==> config.mk <==
export PLATFORM = sky130hd
export DESIGN_NAME = bss_ctrl
export DESIGN_NICKNAME = d
export VERILOG_FILES = /design/src/rtl/bss_pkg.sv /design/src/rtl/bss_ctrl.sv
export SDC_FILE = /design/constraint.sdc
export NUM_CORES = 1
export LEC_CHECK = 0
export BUFFER_PORTS_ARGS = -buffer_cell sky130_fd_sc_hd__buf_2
export CORE_AREA = 2 2 39 41
export DETAILED_ROUTE_END_ITERATION = 10
export DIE_AREA = 0 0 41 43
export PLACE_DENSITY = 0.51
export SLEW_MARGIN = 30
export SYNTH_ARGS = -nofsm -noshare
export SYNTH_HDL_FRONTEND = slang
export SYNTH_SLANG_ARGS = --single-unit
==> constraint.sdc <==
create_clock -name clk_i -period 3.7 [get_ports clk_i]
set_clock_uncertainty 0.2 [all_clocks]
set_input_delay 0 -clock clk_i [delete_from_list [all_inputs] [get_ports clk_i]]
set_output_delay 0 -clock clk_i [all_outputs]
set_load 0.01 [all_outputs]
==> src/rtl/bss_pkg.sv <==
// shared types and constants of the bounded stack with search
package bss_pkg;

  localparam int unsigned DataW = 32;
  localparam int unsigned CapW  = 9;
  localparam int unsigned PosW  = 9;
  localparam int unsigned CmdW  = 3;
  localparam int unsigned AddrW = 3;

  localparam logic [CapW-1:0]  CapReset = 9'd256;
  localparam logic [AddrW-1:0] CapAddr  = 3'd0;

  typedef enum logic [CmdW-1:0] {
    CMD_PUSH   = 3'd0,
    CMD_POP    = 3'd1,
    CMD_TOP    = 3'd2,
    CMD_EMPTY  = 3'd3,
    CMD_SEARCH = 3'd4
  } cmd_e;

  typedef enum logic [2:0] {
    ST_IDLE,
    ST_POP_CAP,
    ST_SRCH,
    ST_DONE
  } state_e;

  // controller to datapath
  typedef struct packed {
    logic accept;
    logic pop_cap;
    logic srch;
    logic load_out;
  } dp_cmd_t;

  // datapath to controller
  typedef struct packed {
    logic fill_zero;
    logic fill_one;
    logic hit;
    logic ptr_zero;
  } dp_stat_t;

endpackage

==> src/rtl/bss_ctrl.sv <==
// controller state machine of the bounded stack with search
module bss_ctrl
  import bss_pkg::*;
(
  input  logic              clk_i,
  input  logic              rst_ni,
  input  logic              in_valid_i,
  input  logic [CmdW-1:0]   command_i,
  input  logic              out_stall_i,
  input  dp_stat_t          stat_i,
  output dp_cmd_t           cmd_o,
  output logic              in_stall_o,
  output logic              out_valid_o
);

  state_e state_q, state_d;
  logic   out_valid_q, out_valid_d;
  logic   out_free;

  // state and output valid registers
  always_ff @(posedge clk_i or negedge rst_ni) begin
    if (!rst_ni) begin
      state_q     <= ST_IDLE;
      out_valid_q <= 1'b0;
    end else begin
      state_q     <= state_d;
      out_valid_q <= out_valid_d;
    end
  end

  assign out_free = !out_valid_q || !out_stall_i;

  // next state and datapath commands
  always_comb begin
    state_d     = state_q;
    out_valid_d = out_valid_q && out_stall_i;
    cmd_o       = '0;
    in_stall_o  = 1'b1;
    unique case (state_q)
      ST_IDLE: begin
        in_stall_o = 1'b0;
        if (in_valid_i) begin
          cmd_o.accept = 1'b1;
          if ((command_i == CMD_POP) && !stat_i.fill_zero && !stat_i.fill_one) begin
            state_d = ST_POP_CAP;
          end else if ((command_i == CMD_SEARCH) && !stat_i.fill_zero) begin
            state_d = ST_SRCH;
          end else begin
            state_d = ST_DONE;
          end
        end
      end
      ST_POP_CAP: begin
        cmd_o.pop_cap = 1'b1;
        state_d       = ST_DONE;
      end
      ST_SRCH: begin
        cmd_o.srch = 1'b1;
        if (stat_i.hit || stat_i.ptr_zero) begin
          state_d = ST_DONE;
        end
      end
      ST_DONE: begin
        if (out_free) begin
          cmd_o.load_out = 1'b1;
          out_valid_d    = 1'b1;
          state_d        = ST_IDLE;
        end
      end
      default: begin
        state_d = ST_IDLE;
      end
    endcase
  end

  assign out_valid_o = out_valid_q;

endmodule

==> out/qor.yml, run 1 <==
worst_hold_path:
  worstHoldPathCells: 4
  worstHoldPathType: "in -> reg"
  min-delay-start: "stat_i[2]"
  min_to: "state_q[1]"
drt:
  drt_iter0_drc: 2
  vias: 273
  viasPerCell: 4.136
  drc_errors: 0
  totalWireLength_microns: 544
  wire_per_inst_microns: 8.242
  postRouteAntennaNets: 0
  dr.pass1.iters: 4
timing:
  layout_setup_ws_ps: 1415
  period_needed_ps: 2285
  rsz0062_at_grt: "no"
  worst_slew_pin_slew_ps: 214.5
  max_freq_mhz: 437.7
  relSlewSlack_pct: 85.70
  setup_viol: 0
  maxSlewViolCount: 0
  hold_viol: 0
  fin_tns_setup_ps: 0
  fin_crit_sh_pct: 61.75
grt:
  grt_pass1_vias: 252
  grt_usage_pct: 8.141
  grt_max_degree: 6
  grt.overflow.total: 0
  antenna_found_initial: 0
  grt_pass1_wl_microns: 903
cells_and_area:
  drive_gt1_share_pct: 50.00
  num-nets-final: 67
  final_cell_area_sq_um: 434.2
  final_cell_mix: "16 x buf_2, 5 x ha_1, 5 x dlygate4sd3_1"
  area_growth_pct: 68.45
  antenna_cells: 0
  final_common_cell: "buf_2"
setup_path:
  critPathTopFamily: "buffers and inverters"
  crit_start: "state_q[0]"
  reg2reg_depth: 6
  regToRegSetupSlack_ps: 1420
  cp-end-kind: "register"
  cp.buffers_inverters: 2
  critPathMaxFanout: 5
  start_kind: "register"
  critical_path.cell_chain: "inv_1, ha_1, nor3_2, a31oi_1, dlygate4sd3_1, mux2_2"
  critPathMaxStageDelay_ps: 570
  timing.rr.start: "state_q[0]"
  crit_slowest_cell: "dlygate4sd3_1"
  critical_path_class: "reg -> reg"
  r2r_end: "state_q[0]"
  worstPathArrival_ps: 2200
  required_ps: 3620
floorplanning:
  dieArea_sq_um: 1763
  rows: 14
  die_x_microns: 41
  pin_count: 17
  core_sq_um: 1384
  die_h_microns: 43
  start_util_pct: 18.63
synthesis:
  avgSynthCellArea_sq_um: 10.31
  ys_warn_count: 0
  synth_nets: 41
  seq_area_frac_synth_pct: 29.13
  synth_cells: 25
  synth_area_sq_um: 257.7
  synth_cell_types: 15
  synth_seq_cells: 3
clock_network:
  clockBufferDepth: 2
  post_cts_buffers: 0
  cts_root_buf: "clkbuf_4"
  cts_tree: "done"
  insertion_delay_ps: 230
  clk_pin_slew_ps: 40
  htree_levels: 1
  cts_buffers: 3
  ctsHoldBuffers: 5
  cts_resized: 0
  cts_sinks: 3
place:
  gp_congestion: 0.6868
  dp_hpwl_microns: 437.9
  post-place-ws_ps: 1973
  placed_area_sq_um: 357.8
  io_buffers: 16
pwr:
  ir_drop_uv: 215.0
  total_power_mw: 0.3328
  leakage_nw: 0.2318
  power_density_nw_per_um2: 766.5
run:
  drv_cap: 0
status:
  status: "finished, final reports clean"
stage by stage:
step / std cells / hold slack [ps] / utilization (%)
2_1_floorplan: 25 / -495.6 / -
3_3_place_gp: 57 / -401.7 / 25.86
3_5_place_dp: 57 / -400.8 / 25.86
4_1_cts: 66 / 9.986 / 31.37
5_1_grt: 66 / 36.44 / 31.37
6_report: 66 / 3.920 / 31.37
logic make-up after synthesis:
kind of cell               count (synthesis)  share of synthesized area (%)
buffers and inverters                      4                          5.824
AOI/OAI and AO/OA                          6                          19.42
DFF                                        3                          29.13
and+or+nand+nor                            5                          12.62
adders and majority gates                  5                          24.27
muxes                                      2                          8.737
state kept, by name, indices dropped and copies added (netlist names):
| signal | cells |
|---|---|
| state_q | 2 |
| out_valid_o | 1 |
worst register-to-register path, stage by stage (launching register included):
cell and delay, ps:
dfrtp_1 400, inv_1 90, ha_1 330, nor3_2 220, a31oi_1 110, dlygate4sd3_1 570, mux2_2 260
cell type report:
type / instances / area (sq um)
Sequential cell: 3 / 75.07
Fill cell: 156 / 949.7
Multi-Input combinational cell: 18 / 167.7
Timing Repair Buffer: 21 / 130.1
Tap cell: 16 / 20.02
Inverter: 4 / 15.01
Clock buffer: 4 / 26.28
layer usage:
metal / vias up / GRT usage [%] / part of all wire [%]
li1: 138 / - / -
met1: 120 / 8.387 / 40
met2: 12 / 11.56 / 49
met3: 3 / 3.141 / 7.7
met4: 0 / 8.000 / 3.1
met5: - / 0 / 0
cell usage after synthesis, drive strengths merged:
library cell	count	area share (%)
mux2	2	8.7
o221ai	1	5.8
nor2	1	1.5
ha	5	24
nand3	1	1.9
inv	4	5.8
dfrtp	3	29
a31oi	2	4.9
nand2b	1	2.4
a21boi	1	2.9
nor3	1	3.9
a21o	1	2.9
and2	1	2.9
o21bai	1	2.9
power breakdown:
group          switching, mW  internal [mW]  total, mW  leakage (nW)
Sequential            0.0194         0.0515     0.0709        0.0358
Clock                 0.0173         0.0404     0.0577        0.0150
Combinational         0.0926          0.112      0.204         0.181
worst max path at each step:
stage,end,slack [ps],cells after the start
finish,state_q[0],1420,6
global route,state_q[0],1300,6
CTS,state_q[0],1430,6
detailed placement,state_q[1],1970,5
global placement,state_q[1],1970,5
floorplan,state_q[1],2090,5
Note: power is estimated with default switching activity, not from simulation.
==> run 2: changes to the inputs <==
clock period = 2.22 ns   (was 3.7 ns; I/O delays follow)
==> out/qor.yml, run 2 (synthesis results as in run 1) <==
status:
  status: "finished, final reports clean"
cells_and_area:
  finalNonFillerCells: 65
  top_register: "state_q"
  multi_input_area_sq_um: 167.7
  post-route-util_pct: 30.65
  antenna_cells: 0
  area_growth_pct: 64.56
  largest_reg_flops: 2
  fillers: 146
  register_area_sq_um: 75.07
  final_common_cell: "buf_2"
  num-nets-final: 66
  drive_gt1_share_pct: 51.02
  final_cell_mix: "16 x buf_2, 5 x ha_1, 4 x dlygate4sd3_1"
timing:
  worst_slew_pin_slew_ps: 194.4
  period_needed_ps: 1695
  rsz0062_at_grt: "no"
  setup_viol: 0
  fin_tns_setup_ps: 0
  maxSlewViolCount: 0
  relSlewSlack_pct: 87.04
  max_freq_mhz: 590.1
  hold_viol: 0
  fin_crit_sh_pct: 76.33
floorplanning:
  dieArea_sq_um: 1763
  pin_count: 17
  rows: 14
  core_sq_um: 1384
  die_x_microns: 41
  die_h_microns: 43
  start_util_pct: 18.63
grt:
  grt_pass1_wl_microns: 897
  grt_max_degree: 6
  grt_pass1_vias: 250
  grt.overflow.total: 0
  grt_usage_pct: 7.530
  antenna_found_initial: 0
place:
  dp_hpwl_microns: 460.5
  gp_congestion: 0.6710
  io_buffers: 16
  dp_cells: 57
drt:
  viasPerCell: 3.923
  drt_iter0_drc: 0
  wire_per_inst_microns: 7.785
  dr.pass1.iters: 1
  vias: 255
  postRouteAntennaNets: 0
  totalWireLength_microns: 506
  drc_errors: 0
clock_network:
  cts_resized: 0
  cts_tree: "done"
  clockBufferDepth: 2
  insertion_delay_ps: 230
  clk_pin_slew_ps: 40
  cts_sinks: 3
  cts_root_buf: "clkbuf_4"
  htree_levels: 1
  cts_buffers: 3
  post_cts_buffers: 0
  ctsHoldBuffers: 4
setup_path:
  start_kind: "register"
  cp-end-kind: "register"
  worstPathArrival_ps: 1600
  required_ps: 2130
  cp.buffers_inverters: 1
  critPathMaxFanout: 5
  critical_path_class: "reg -> reg"
  critical_path.cell_chain: "inv_1, ha_1, nor3_2, a31oi_1, mux2_2"
  crit_slowest_cell: "dfrtp_1"
  critPathTopFamily: "flip-flops"
  critPathMaxStageDelay_ps: 390
worst_hold_path:
  worstHoldPathType: "in -> reg"
pwr:
  leakage_nw: 0.2275
  ir_drop_uv: 332.5
  power_density_nw_per_um2: 1228
run:
  drv_cap: 0
-- run 2: cell type report --
type | instances | area share [%]
clock buffer | 4 | 6.195
inverter | 4 | 3.540
multi-input combinational | 18 | 39.53
sequential | 3 | 17.70
tap | 16 | 4.720
timing repair buffer | 20 | 28.32
-- run 2: worst reg2reg max path, cell delays in order, from the launching register on --
cell and delay [ps]:
dfrtp_1 390, inv_1 80, ha_1 320, nor3_2 210, a31oi_1 110, mux2_2 270
-- run 2: final timing paths --
check	start	end	slack, ps	cells past startpoint
worst min-delay path	stat_i[2]	state_q[1]	7	4
worst min register to register	out_valid_o	out_valid_o	320	1
worst max register to register	state_q[0]	state_q[0]	530	5
min in group asynchronous	rst_ni	out_valid_o	440	3
max in group asynchronous	rst_ni	state_q[0]	1240	3
worst max-delay path	state_q[0]	state_q[0]	530	5
-- run 2: power by group --
group	internal, mW	switching (mW)
Clock	0.0672	0.0256
Combinational	0.163	0.149
Sequential	0.0858	0.0303
-- run 2: metrics by stage --
| step | setup WS [ps] | hold WS (ps) | total power, mW | cell area (sq um) |
|---|---|---|---|---|
| 6_report | 525.4 | 6.682 | 0.5207 | 424.2 |
| 5_1_grt | 407.4 | 26.57 | 0.5886 | 424.2 |
| 4_1_cts | 507.4 | 8.962 | 0.5376 | 424.2 |
| 3_5_place_dp | 518.7 | -399.8 | 0.4328 | 357.8 |
| 3_3_place_gp | 527.7 | -401.8 | 0.4273 | 357.8 |
| 2_1_floorplan | 609.3 | -495.6 | 0.3384 | 257.7 |
-- run 2: metal layers --
metal | wire length, microns | part of all wire (%) | up-vias | track usage [%]
met1 | 213 | 42 | 110 | 8.682
met5 | 0 | 0 | - | 0
met3 | 43 | 8.5 | 0 | 3.141
li1 | - | - | 136 | -
met4 | 0 | 0 | 0 | 4.000
met2 | 249 | 49 | 9 | 11.25
==> run 3: changes to the inputs <==
clock period = 1.7 ns   (was 2.22 ns; I/O delays follow)
==> out/qor.yml, run 3 (synthesis results as in run 1) <==
clock_network:
  clk_pin_slew_ps: 40
  cts_buffers: 3
  clockBufferDepth: 2
  htree_levels: 1
  insertion_delay_ps: 230
  cts_tree: "done"
  cts_sinks: 3
  cts_root_buf: "clkbuf_4"
setup_path:
  start_kind: "register"
  critPathMaxFanout: 3
  required_ps: 1610
  critical_path_class: "reg -> reg"
  cp-end-kind: "register"
  worstPathArrival_ps: 1480
grt:
  antenna_found_initial: 0
  met1_usage_pct: 6.774
  grt_pass1_vias: 235
  grt_use_met2_pct: 11.56
  grt_pass1_wl_microns: 834
  grt_max_degree: 5
  grt.overflow.total: 0
  busiest_layer: "met2"
  grt_usage_pct: 7.638
  grt_use_met3_pct: 4.712
drt:
  drc_errors: 0
  postRouteAntennaNets: 0
  wire_per_inst_microns: 7.824
  vias: 263
  totalWireLength_microns: 532
  viasPerCell: 3.868
  drt_iter0_drc: 1
  dr.pass1.iters: 2
status:
  status: "finished, final reports clean"
floorplanning:
  core_sq_um: 1384
  dieArea_sq_um: 1763
  die_x_microns: 41
  pin_count: 17
  die_h_microns: 43
  start_util_pct: 18.63
  rows: 14
cells_and_area:
  final_common_cell: "buf_2"
  antenna_cells: 0
  top_register: "state_q"
  drive_gt1_share_pct: 53.85
  largest_reg_flops: 2
  num-nets-final: 69
  area_growth_pct: 73.30
  final_cell_mix: "16 x buf_2, 5 x ha_1, 4 x dlygate4sd3_1"
place:
  gp_congestion: 0.6906
  post-place-ws_ps: 67.14
  dp_hpwl_microns: 464.1
  io_buffers: 16
timing:
  setup_viol: 0
  layout_setup_ws_ps: 129.6
  fin_tns_setup_ps: 0
  period_needed_ps: 1570
  maxSlewViolCount: 0
  rsz0062_at_grt: "no"
  fin_crit_sh_pct: 92.38
  max_freq_mhz: 636.8
  hold_viol: 0
  timing.hold.ws_ps: 8.491
  worst_slew_pin_slew_ps: 196.3
  relSlewSlack_pct: 86.91
pwr:
  power_density_nw_per_um2: 1630
  leakage_nw: 0.2423
  ir_drop_uv: 513.1
run:
  drv_cap: 0
worst_hold_path:
  worstHoldPathType: "in -> reg"
## run 3: cell types whose count changed in the layout (fill, tap and decap cells not counted), sizes merged
cell / delta
buf: +3
## run 3: layout make-up
cell class              count  area [sq um]
flip-flops and latches      3         75.07
well taps                  16         20.02
clock buffers               4         26.28
fillers                   153         937.1
repair buffers             23         142.6
multi-input cells          18         167.7
inverters                   4         15.01
## run 3: power breakdown
group          internal, mW  leakage (nW)  switching, mW
Combinational         0.253         0.191          0.215
Sequential            0.112        0.0358         0.0237
Clock                0.0879        0.0150         0.0362
Total                 0.453         0.242          0.275
## run 3: per-stage QoR
stage / cells / power, mW / utilization (%) / cell area (sq um)
after floorplan: 25 / 0.4419 / - / 257.7
after global placement: 60 / 0.6078 / 27.49 / 380.4
after detailed placement: 60 / 0.6127 / 27.49 / 380.4
after CTS: 68 / 0.7500 / 32.28 / 446.7
after global routing: 68 / 0.8192 / 32.28 / 446.7
final: 68 / 0.7279 / 32.28 / 446.7
## run 3: timing repair
| item | CTS | global route |
|---|---|---|
| gates resized for setup | 0 | 0 |
| hold endpoints to repair | 5 | 0 |
| endpoints found under the setup margin | 0 | 1 |
| hold buffers | 4 | 0 |
| buffers inserted | 0 | 0 |
## run 3: critical path, stage by stage, from the launching register on
cell and delay (ps):
dfrtp_1 390, inv_1 80, ha_1 170, inv_2 50
o221ai_2 210, mux2_2 360
## run 3: per-layer routing
layer	share of wire, %	wire length [microns]
met2	52	275
met1	38	202
met3	10	54
met5	0	0
met4	0	0
## run 3: worst paths after layout
path | slack (ps) | start | cells past startpoint | end
max | 130 | state_q[1] | 5 | state_q[0]
min | 8 | command_i[2] | 3 | state_q[0]
max reg2reg | 130 | state_q[1] | 5 | state_q[0]
min reg2reg | 320 | out_valid_o | 1 | out_valid_o
max in group asynchronous | 710 | rst_ni | 3 | state_q[0]
min in group asynchronous | 440 | rst_ni | 3 | state_q[1]
